`src/hdl/otl_pkg.sv`:
```
// Shared types and constants for the overcurrent trip latch.
// No dependencies; imported by every module in hdl/.
package otl_pkg;

    localparam int CurrentW = 16;
    localparam int CountW   = 8;
    localparam int CfgIdxW  = 3;
    localparam int CfgDataW = 16;
    localparam int InDataW  = 24;  // 17 field bits padded to bytes
    localparam int OutDataW = 8;   // 2 field bits padded to a byte

    // Register indexes on the configuration port
    localparam logic [CfgIdxW-1:0] REG_OVER_LIMIT    = 3'd0;
    localparam logic [CfgIdxW-1:0] REG_TRIP_COUNT    = 3'd1;
    localparam logic [CfgIdxW-1:0] REG_RELEASE_COUNT = 3'd2;
    localparam logic [CfgIdxW-1:0] REG_STRIKE_LIMIT  = 3'd3;
    localparam logic [CfgIdxW-1:0] REG_TIMEOUT_TICKS = 3'd4;

    // Reset values
    localparam logic [CurrentW-1:0] RST_OVER_LIMIT    = 16'd38000;
    localparam logic [CountW-1:0]   RST_TRIP_COUNT    = 8'd3;
    localparam logic [CountW-1:0]   RST_RELEASE_COUNT = 8'd15;
    localparam logic [CountW-1:0]   RST_STRIKE_LIMIT  = 8'd3;
    localparam logic [CountW-1:0]   RST_TIMEOUT_TICKS = 8'd240;

    typedef struct packed {
        logic [CurrentW-1:0] over_limit;
        logic [CountW-1:0]   trip_count;
        logic [CountW-1:0]   release_count;
        logic [CountW-1:0]   strike_limit;
        logic [CountW-1:0]   timeout_ticks;
    } t_cfg;

    typedef struct packed {
        logic trip;
        logic stop_request;
    } t_result;

endpackage

```
`src/hdl/otl_cfg_regs.sv`:
```
// Configuration register file for the overcurrent trip latch.
// Depends on otl_pkg.
module otl_cfg_regs (
    input  logic                         i_clk,
    input  logic                         i_rst_n,
    input  logic                         i_cfg_valid,
    output logic                         o_cfg_ready,
    input  logic [otl_pkg::CfgIdxW-1:0]  i_cfg_index,
    input  logic [otl_pkg::CfgDataW-1:0] i_cfg_data,
    output otl_pkg::t_cfg                o_cfg
);
    import otl_pkg::*;

    t_cfg r_cfg;

    assign o_cfg_ready = 1'b1;
    assign o_cfg       = r_cfg;

    always_ff @(posedge i_clk) begin
        if (!i_rst_n) begin
            r_cfg.over_limit    <= RST_OVER_LIMIT;
            r_cfg.trip_count    <= RST_TRIP_COUNT;
            r_cfg.release_count <= RST_RELEASE_COUNT;
            r_cfg.strike_limit  <= RST_STRIKE_LIMIT;
            r_cfg.timeout_ticks <= RST_TIMEOUT_TICKS;
        end else if (i_cfg_valid) begin
            case (i_cfg_index)
                REG_OVER_LIMIT:    r_cfg.over_limit    <= i_cfg_data;
                REG_TRIP_COUNT:    r_cfg.trip_count    <= i_cfg_data[CountW-1:0];
                REG_RELEASE_COUNT: r_cfg.release_count <= i_cfg_data[CountW-1:0];
                REG_STRIKE_LIMIT:  r_cfg.strike_limit  <= i_cfg_data[CountW-1:0];
                REG_TIMEOUT_TICKS: r_cfg.timeout_ticks <= i_cfg_data[CountW-1:0];
                default: ;  // unmapped index, write dropped
            endcase
        end
    end

endmodule

```
`src/hdl/otl_trip_core.sv`:
```
// Trip/strike/stop state and its one-tick next-state logic.
// Depends on otl_pkg.
module otl_trip_core (
    input  logic                         i_clk,
    input  logic                         i_rst_n,
    input  otl_pkg::t_cfg                i_cfg,
    input  logic                         i_step,
    input  logic [otl_pkg::CurrentW-1:0] i_current,
    input  logic                         i_override,
    output otl_pkg::t_result             o_result
);
    import otl_pkg::*;

    logic              r_trip_flag, n_trip_flag;
    logic [CountW-1:0] r_over_ticks, n_over_ticks;
    logic [CountW-1:0] r_low_ticks, n_low_ticks;
    logic [CountW-1:0] r_strikes, n_strikes;
    logic [CountW-1:0] r_timeout, n_timeout;
    logic              stop;

    logic [CountW-1:0] over_inc, low_inc, tmo_inc, strike_window;

    assign over_inc      = r_over_ticks + 8'd1;
    assign low_inc       = r_low_ticks + 8'd1;
    assign tmo_inc       = r_timeout + 8'd1;
    assign strike_window = i_cfg.strike_limit - 8'd1;

    always_comb begin
        n_trip_flag  = r_trip_flag;
        n_over_ticks = r_over_ticks;
        n_low_ticks  = r_low_ticks;
        n_strikes    = r_strikes;
        n_timeout    = r_timeout;
        stop         = 1'b0;
        if (i_current >= i_cfg.over_limit) begin
            // high tick
            n_low_ticks = '0;
            if (over_inc >= i_cfg.trip_count) begin
                n_strikes    = r_strikes + 8'd1;
                n_over_ticks = '0;
                n_trip_flag  = 1'b1;
            end else begin
                n_over_ticks = over_inc;
            end
        end else if (r_strikes < i_cfg.strike_limit) begin
            // low tick below the latch; forgive strikes in the last window
            if (r_strikes == strike_window) begin
                if (tmo_inc >= i_cfg.timeout_ticks) begin
                    n_strikes = '0;
                    n_timeout = '0;
                end else begin
                    n_timeout = tmo_inc;
                end
            end
            n_over_ticks = '0;
            if (low_inc > i_cfg.release_count) begin
                n_low_ticks = '0;
                n_trip_flag = 1'b0;
            end else begin
                n_low_ticks = low_inc;
            end
        end else begin
            // latched stop; timeout count keeps its value on release
            n_timeout = tmo_inc;
            stop      = 1'b1;
            if (i_override || (tmo_inc >= i_cfg.timeout_ticks)) begin
                n_strikes   = '0;
                n_trip_flag = 1'b0;
                stop        = 1'b0;
            end
        end
    end

    assign o_result.trip         = n_trip_flag;
    assign o_result.stop_request = stop;

    always_ff @(posedge i_clk) begin
        if (!i_rst_n) begin
            r_trip_flag  <= 1'b0;
            r_over_ticks <= '0;
            r_low_ticks  <= '0;
            r_strikes    <= '0;
            r_timeout    <= '0;
        end else if (i_step) begin
            r_trip_flag  <= n_trip_flag;
            r_over_ticks <= n_over_ticks;
            r_low_ticks  <= n_low_ticks;
            r_strikes    <= n_strikes;
            r_timeout    <= n_timeout;
        end
    end

endmodule

```
`src/hdl/overcurrent_trip_latch.sv`:
```
// Top level of the overcurrent trip latch: stream ports, input and result registers.
// Depends on otl_pkg, otl_cfg_regs and otl_trip_core.
//
// One request per current sample, one result per request, in order. A sample
// is captured in an input register, run through the counter update when the
// result register can take it, and written to the result register.
// Throughput is one sample per clock:
// both register stages advance together whenever the result register is
// empty or being drained, so the only limit is the downstream tready.
// Configuration writes are accepted every cycle and should only be made
// while no sample is in flight.
module overcurrent_trip_latch (
    input  logic                         i_clk,
    input  logic                         i_rst_n,
    // configuration write channel
    input  logic                         i_cfg_valid,
    output logic                         o_cfg_ready,
    input  logic [otl_pkg::CfgIdxW-1:0]  i_cfg_index,
    input  logic [otl_pkg::CfgDataW-1:0] i_cfg_data,
    // sample stream
    input  logic                         s_axis_tvalid,
    output logic                         s_axis_tready,
    // [15:0] drive_current, [16] stop_override, [23:17] zero
    input  logic [otl_pkg::InDataW-1:0]  s_axis_tdata,
    // result stream
    output logic                         m_axis_tvalid,
    input  logic                         m_axis_tready,
    // [0] trip, [1] stop_request, [7:2] zero
    output logic [otl_pkg::OutDataW-1:0] m_axis_tdata
);
    import otl_pkg::*;

    t_cfg    cfg;
    t_result core_res;

    // input stage
    logic                r_in_valid;
    logic [CurrentW-1:0] r_in_current;
    logic                r_in_override;

    // result stage
    logic    r_out_valid;
    t_result r_out;

    logic out_ready;   // result register can take a new value
    logic step;        // input stage moves into the core this cycle

    assign out_ready     = !r_out_valid || m_axis_tready;
    assign step          = r_in_valid && out_ready;
    assign s_axis_tready = !r_in_valid || out_ready;

    otl_cfg_regs u_cfg (
        .i_clk       (i_clk),
        .i_rst_n     (i_rst_n),
        .i_cfg_valid (i_cfg_valid),
        .o_cfg_ready (o_cfg_ready),
        .i_cfg_index (i_cfg_index),
        .i_cfg_data  (i_cfg_data),
        .o_cfg       (cfg)
    );

    otl_trip_core u_core (
        .i_clk      (i_clk),
        .i_rst_n    (i_rst_n),
        .i_cfg      (cfg),
        .i_step     (step),
        .i_current  (r_in_current),
        .i_override (r_in_override),
        .o_result   (core_res)
    );

    always_ff @(posedge i_clk) begin
        if (!i_rst_n) begin
            r_in_valid <= 1'b0;
        end else if (s_axis_tready) begin
            r_in_valid <= s_axis_tvalid;
        end
    end

    // payload, no reset needed
    always_ff @(posedge i_clk) begin
        if (s_axis_tready && s_axis_tvalid) begin
            r_in_current  <= s_axis_tdata[CurrentW-1:0];
            r_in_override <= s_axis_tdata[CurrentW];
        end
    end

    always_ff @(posedge i_clk) begin
        if (!i_rst_n) begin
            r_out_valid <= 1'b0;
        end else if (out_ready) begin
            r_out_valid <= r_in_valid;
        end
    end

    always_ff @(posedge i_clk) begin
        if (step) begin
            r_out <= core_res;
        end
    end

    assign m_axis_tvalid = r_out_valid;
    assign m_axis_tdata  = {{(OutDataW-2){1'b0}}, r_out.stop_request, r_out.trip};

endmodule

```
`config.mk`:
```
export PLATFORM = sky130hd
export DESIGN_NAME = overcurrent_trip_latch
export DESIGN_NICKNAME = d
export VERILOG_FILES = /design/src/hdl/otl_pkg.sv /design/src/hdl/otl_cfg_regs.sv /design/src/hdl/otl_trip_core.sv /design/src/hdl/overcurrent_trip_latch.sv
export SDC_FILE = /design/constraint.sdc
export NUM_CORES = 1
export LEC_CHECK = 0
export ABC_AREA = 1
export BUFFER_PORTS_ARGS = -buffer_cell sky130_fd_sc_hd__buf_2
export CORE_AREA = 2 2 83 164
export DETAILED_ROUTE_END_ITERATION = 10
export DIE_AREA = 0 0 85 166
export SLEW_MARGIN = 5
export SYNTH_ARGS = -nofsm -noshare
export SYNTH_HDL_FRONTEND = slang
export SYNTH_SLANG_ARGS = --single-unit
```
`constraint.sdc`:
```
create_clock -name i_clk -period 2.9 [get_ports i_clk]
set_input_delay 0.435 -clock i_clk [delete_from_list [all_inputs] [get_ports i_clk]]
set_output_delay 0.435 -clock i_clk [all_outputs]
set_load 0.02 [all_outputs]
```
==> flow_results.xml <==
<?xml version="1.0" encoding="UTF-8"?>
<metrics>
  <group name="status">
    <metric name="outcome" unit="">finished clean</metric>
  </group>
  <group name="final_layout">
    <metric name="post_route_cells_drive_above_1_share" unit="%">13.17</metric>
    <metric name="antenna_cells_inserted" unit="">0</metric>
    <metric name="fin_nets" unit="">878</metric>
    <metric name="area_growth_syn_to_layout" unit="%">13.92</metric>
    <metric name="postLayoutCoreUtil" unit="%">49.61</metric>
    <metric name="n_fill_cell" unit="">1228</metric>
  </group>
  <group name="sta">
    <metric name="slew_violations" unit="">0</metric>
    <metric name="final_critical_path_setup_slack" unit="ns">0.1779</metric>
    <metric name="final-hold-violation-count" unit="">0</metric>
    <metric name="final.setup_skew" unit="ns">0.01044</metric>
    <metric name="setup-violations-final" unit="">0</metric>
    <metric name="worstMarginPinSlew" unit="ns">0.8073</metric>
    <metric name="worst_slew_margin_rel" unit="%">45.76</metric>
    <metric name="timing.fmax" unit="MHz">367.4</metric>
    <metric name="fin_crit_sh" unit="%">93.87</metric>
    <metric name="finalCriticalPeriod" unit="ns">2.722</metric>
  </group>
  <group name="synthesis">
    <metric name="syn_inst" unit="">724</metric>
    <metric name="yosysSeqAreaShare" unit="%">39.68</metric>
    <metric name="mux_contribution_to_synthesized_area" unit="%">0</metric>
    <metric name="yosys_warnings" unit="">0</metric>
    <metric name="dominantRegCellSynth" unit="">dfxtp_1</metric>
    <metric name="yosys_register_bits" unit="">102</metric>
    <metric name="synth_xor_area_share" unit="%">4.048</metric>
    <metric name="syn_area" unit="mm2">0.005625</metric>
    <metric name="synth_compound_area_share" unit="%">14.75</metric>
    <metric name="asyncSetResetFlopFracSynth" unit="%">0</metric>
    <metric name="ys_types" unit="">36</metric>
    <metric name="syn_area_per_cell" unit="um2">7.770</metric>
    <metric name="largest_family_of_logic_cells_by_synthesized_area" unit="">simple AND/OR/NAND/NOR gates</metric>
    <metric name="synth_simple_gate_area_share" unit="%">20.17</metric>
    <metric name="number_of_flops_mapped_to_enable_cells_by_yosys" unit="">19</metric>
    <metric name="yosys.area_share.adder" unit="%">11.79</metric>
  </group>
  <group name="global_routing">
    <metric name="overflow" unit="">0</metric>
    <metric name="global_route.usage.met3" unit="%">2.932</metric>
    <metric name="grt_use_total" unit="%">18.91</metric>
    <metric name="grt_util_met2" unit="%">34.71</metric>
    <metric name="grt_pass1_wl" unit="um">21690</metric>
    <metric name="gr-max-usage-layer" unit="">met2</metric>
    <metric name="global_route.usage.met1" unit="%">20.51</metric>
    <metric name="largest_net_degree_at_the_start_of_global_routing" unit="">57</metric>
    <metric name="antenna_found_initial" unit="">0</metric>
    <metric name="first_global_vias" unit="">4826</metric>
  </group>
  <group name="route">
    <metric name="drtPass1Iterations" unit="">4</metric>
    <metric name="dr.first_iter.drc_count" unit="">211</metric>
    <metric name="vias_per_cell" unit="">5.093</metric>
    <metric name="antenna_left" unit="">0</metric>
    <metric name="num_vias" unit="">4757</metric>
    <metric name="postRouteWirelength" unit="um">12940</metric>
    <metric name="avgRoutedWirePerCell" unit="um">13.86</metric>
    <metric name="drc_violation_count_after_routing" unit="">0</metric>
  </group>
  <group name="cts">
    <metric name="clock_tree.root_cell" unit="">clkbuf_16</metric>
    <metric name="tritoncts_clock_tree" unit="">yes</metric>
    <metric name="clock_latency" unit="ns">0.34</metric>
    <metric name="number_of_buffers_added_to_fix_hold_violations_after_cts" unit="">0</metric>
    <metric name="clock_tree.buffer_depth" unit="">2</metric>
    <metric name="number_of_cts_inserted_buffers" unit="">9</metric>
    <metric name="clk_sinks" unit="">102</metric>
    <metric name="htree_depth" unit="">3</metric>
    <metric name="worst_setup_hold_path_clk_slew" unit="ns">0.07</metric>
  </group>
  <group name="setup_path">
    <metric name="criticalPathCategory" unit="">reg2reg</metric>
    <metric name="startpoint" unit="">u_core.r_over_ticks[2]</metric>
    <metric name="worst_path_dominant_cell_family" unit="">simple AND/OR/NAND/NOR gates</metric>
    <metric name="crit_chain" unit="">nand3_1 &gt; nand3b_1 &gt; nand3b_1 &gt; xnor2_1 &gt; ha_1 &gt; nand2_1 &gt; nor4_4 &gt; nor2_4 &gt; a21oi_4 &gt; buf_4 &gt; nand4_1 &gt; a21oi_1</metric>
    <metric name="timing.critical_path.slowest_cell_delay" unit="ns">0.39</metric>
    <metric name="path_buf_inv" unit="">1</metric>
    <metric name="worst_ep_required" unit="ns">3.17</metric>
    <metric name="startpoint_type" unit="">flip-flop</metric>
    <metric name="worstPathMaxFanout" unit="">5</metric>
    <metric name="worst_r2r_startpoint" unit="">u_core.r_over_ticks[2]</metric>
    <metric name="top_cell_by_count_worst_path" unit="">nand3b_1</metric>
    <metric name="type_of_destination_of_the_critical_path" unit="">flip-flop</metric>
    <metric name="cp_slowest_cell" unit="">dfxtp_1</metric>
    <metric name="timing.critical_path.arrival" unit="ns">3.00</metric>
  </group>
  <group name="floorplan">
    <metric name="floorplan.rows" unit="">59</metric>
    <metric name="die-area" unit="mm2">0.01411</metric>
    <metric name="initial_core_util" unit="%">43.54</metric>
    <metric name="floorplan.die.width" unit="um">85</metric>
    <metric name="core" unit="mm2">0.01292</metric>
    <metric name="die-height" unit="um">166</metric>
    <metric name="io_pins" unit="">59</metric>
  </group>
  <group name="placed_design">
    <metric name="dp.final_hpwl" unit="um">9779</metric>
    <metric name="preCtsSetupSlack" unit="ns">0.09050</metric>
    <metric name="number_of_buffer_cells_added_on_primary_ports" unit="">44</metric>
    <metric name="place_congestion" unit="">0.8292</metric>
  </group>
  <group name="pwr">
    <metric name="vdd_ir_drop_max" unit="mV">0.3521</metric>
    <metric name="power" unit="mW">3.102</metric>
    <metric name="power_per_cell_area" unit="mW/mm2">484.1</metric>
    <metric name="static-leakage-power" unit="nW">3.037</metric>
  </group>
  <group name="min_path">
    <metric name="worst_hold_path_type" unit="">in2reg</metric>
    <metric name="min_from" unit="">s_axis_tdata[3]</metric>
  </group>
  <group name="flow_run">
    <metric name="timing.max_cap.violations" unit="">0</metric>
  </group>
</metrics>
[kinds of logic (layout without fill, tap and decap cells)]
logic type	after synthesis	count (layout)
flops	102	102
compound gates	151	151
other cells	2	7
xor+xnor	26	26
simple gates	258	258
fa+ha+maj	53	53
buf+inv	132	185
[sequential cells by signal (all words and copies together) (netlist names)]
| register | flops |
|---|---|
| m_axis_tdata | 2 |
| m_axis_tvalid | 1 |
| r_in_current | 16 |
| r_in_override | 1 |
| r_in_valid | 1 |
| u_cfg.o_cfg | 48 |
| u_core.r_low_ticks | 8 |
| u_core.r_over_ticks | 8 |
| u_core.r_strikes | 8 |
| u_core.r_timeout | 8 |
| u_core.r_trip_flag | 1 |
[what timing repair did]
item | in CTS | in global routing
setup buffers | 0 | 5
gates resized for setup | 0 | 15
setup endpoints to repair | 0 | 22
[power by group]
part	internal [mW]	switching, mW
Sequential	1.50	0.0266
Combinational	0.134	0.257
Clock	0.643	0.546
Total	2.27	0.830
[synth_stat cells (4+ instances only)]
| cell | count | area share [%] |
|---|---|---|
| a21oi_1 | 80 | 7.1 |
| buf_4 | 9 | 1.2 |
| xor2_1 | 18 | 2.8 |
| ha_1 | 53 | 12 |
| dfxtp_1 | 83 | 30 |
| inv_2 | 4 | 0.27 |
| nand2_1 | 128 | 8.5 |
| nand3_1 | 34 | 3.0 |
| nand4_1 | 14 | 1.6 |
| xnor2_1 | 8 | 1.2 |
| o211ai_1 | 14 | 1.9 |
| o21ai_0 | 47 | 4.2 |
| nor2_1 | 57 | 3.8 |
| clkbuf_1 | 12 | 0.80 |
| inv_1 | 105 | 7.0 |
| nand3b_1 | 7 | 0.93 |
| edfxtp_1 | 19 | 10 |
[path summary, 6_finish.rpt]
check | cells after the start | end | slack, ns
max | 12 | u_core.r_strikes[2] | 0.18
min | 1 | r_in_current[3] | 0.27
max reg2reg | 12 | u_core.r_strikes[2] | 0.18
min reg2reg | 2 | u_cfg.o_cfg[41] | 0.46
[layer usage]
| layer | vias up | routed length [um] |
|---|---|---|
| met5 | - | 0 |
| met4 | 0 | 453 |
| met3 | 25 | 377 |
| met2 | 90 | 6956 |
| met1 | 2169 | 5156 |
| li1 | 2473 | - |
[layout make-up]
| cell class | instances | area, um2 | share of cell area, % |
|---|---|---|---|
| well taps | 152 | 190.2 | 2.968 |
| multi-input cells | 495 | 2947 | 45.98 |
| clock inverters | 5 | 37.54 | 0.5857 |
| flip-flops and latches | 102 | 2235 | 34.87 |
| clock buffers | 11 | 254.0 | 3.963 |
| repair buffers | 59 | 332.8 | 5.193 |
| inverters | 110 | 412.9 | 6.443 |
[layout by cell type, fill, tap and decap left out, types with 15 or more instances in the layout]
cell type,instances
edfxtp_1,19
nand2_1,125
o21ai_0,47
nand3_1,34
xor2_1,18
buf_2,44
dfxtp_1,81
inv_1,104
nor2_1,56
ha_1,53
buf_4,15
a21oi_1,80
[worst reg2reg max path: cells and delay by family (launching register included)]
kind            cells  cell delay, ns
simple gates        7            1.25
buf+inv             1            0.18
xor+xnor            1            0.16
fa+ha+maj           1            0.30
flops               1            0.39
compound gates      2            0.38
[through the flow]
stage                     std cells  TNS (ns)  cell area (um2)  hold slack [ns]
after CTS                       929         0             6304           0.2562
after floorplan                 729         0             5644           0.4353
after global routing            934  -0.03891             6409           0.2503
after global placement          913         0             6012           0.4496
final                           934         0             6409           0.2673
after detailed placement        913         0             6012           0.4552
Power figures use the tool's default switching activity.
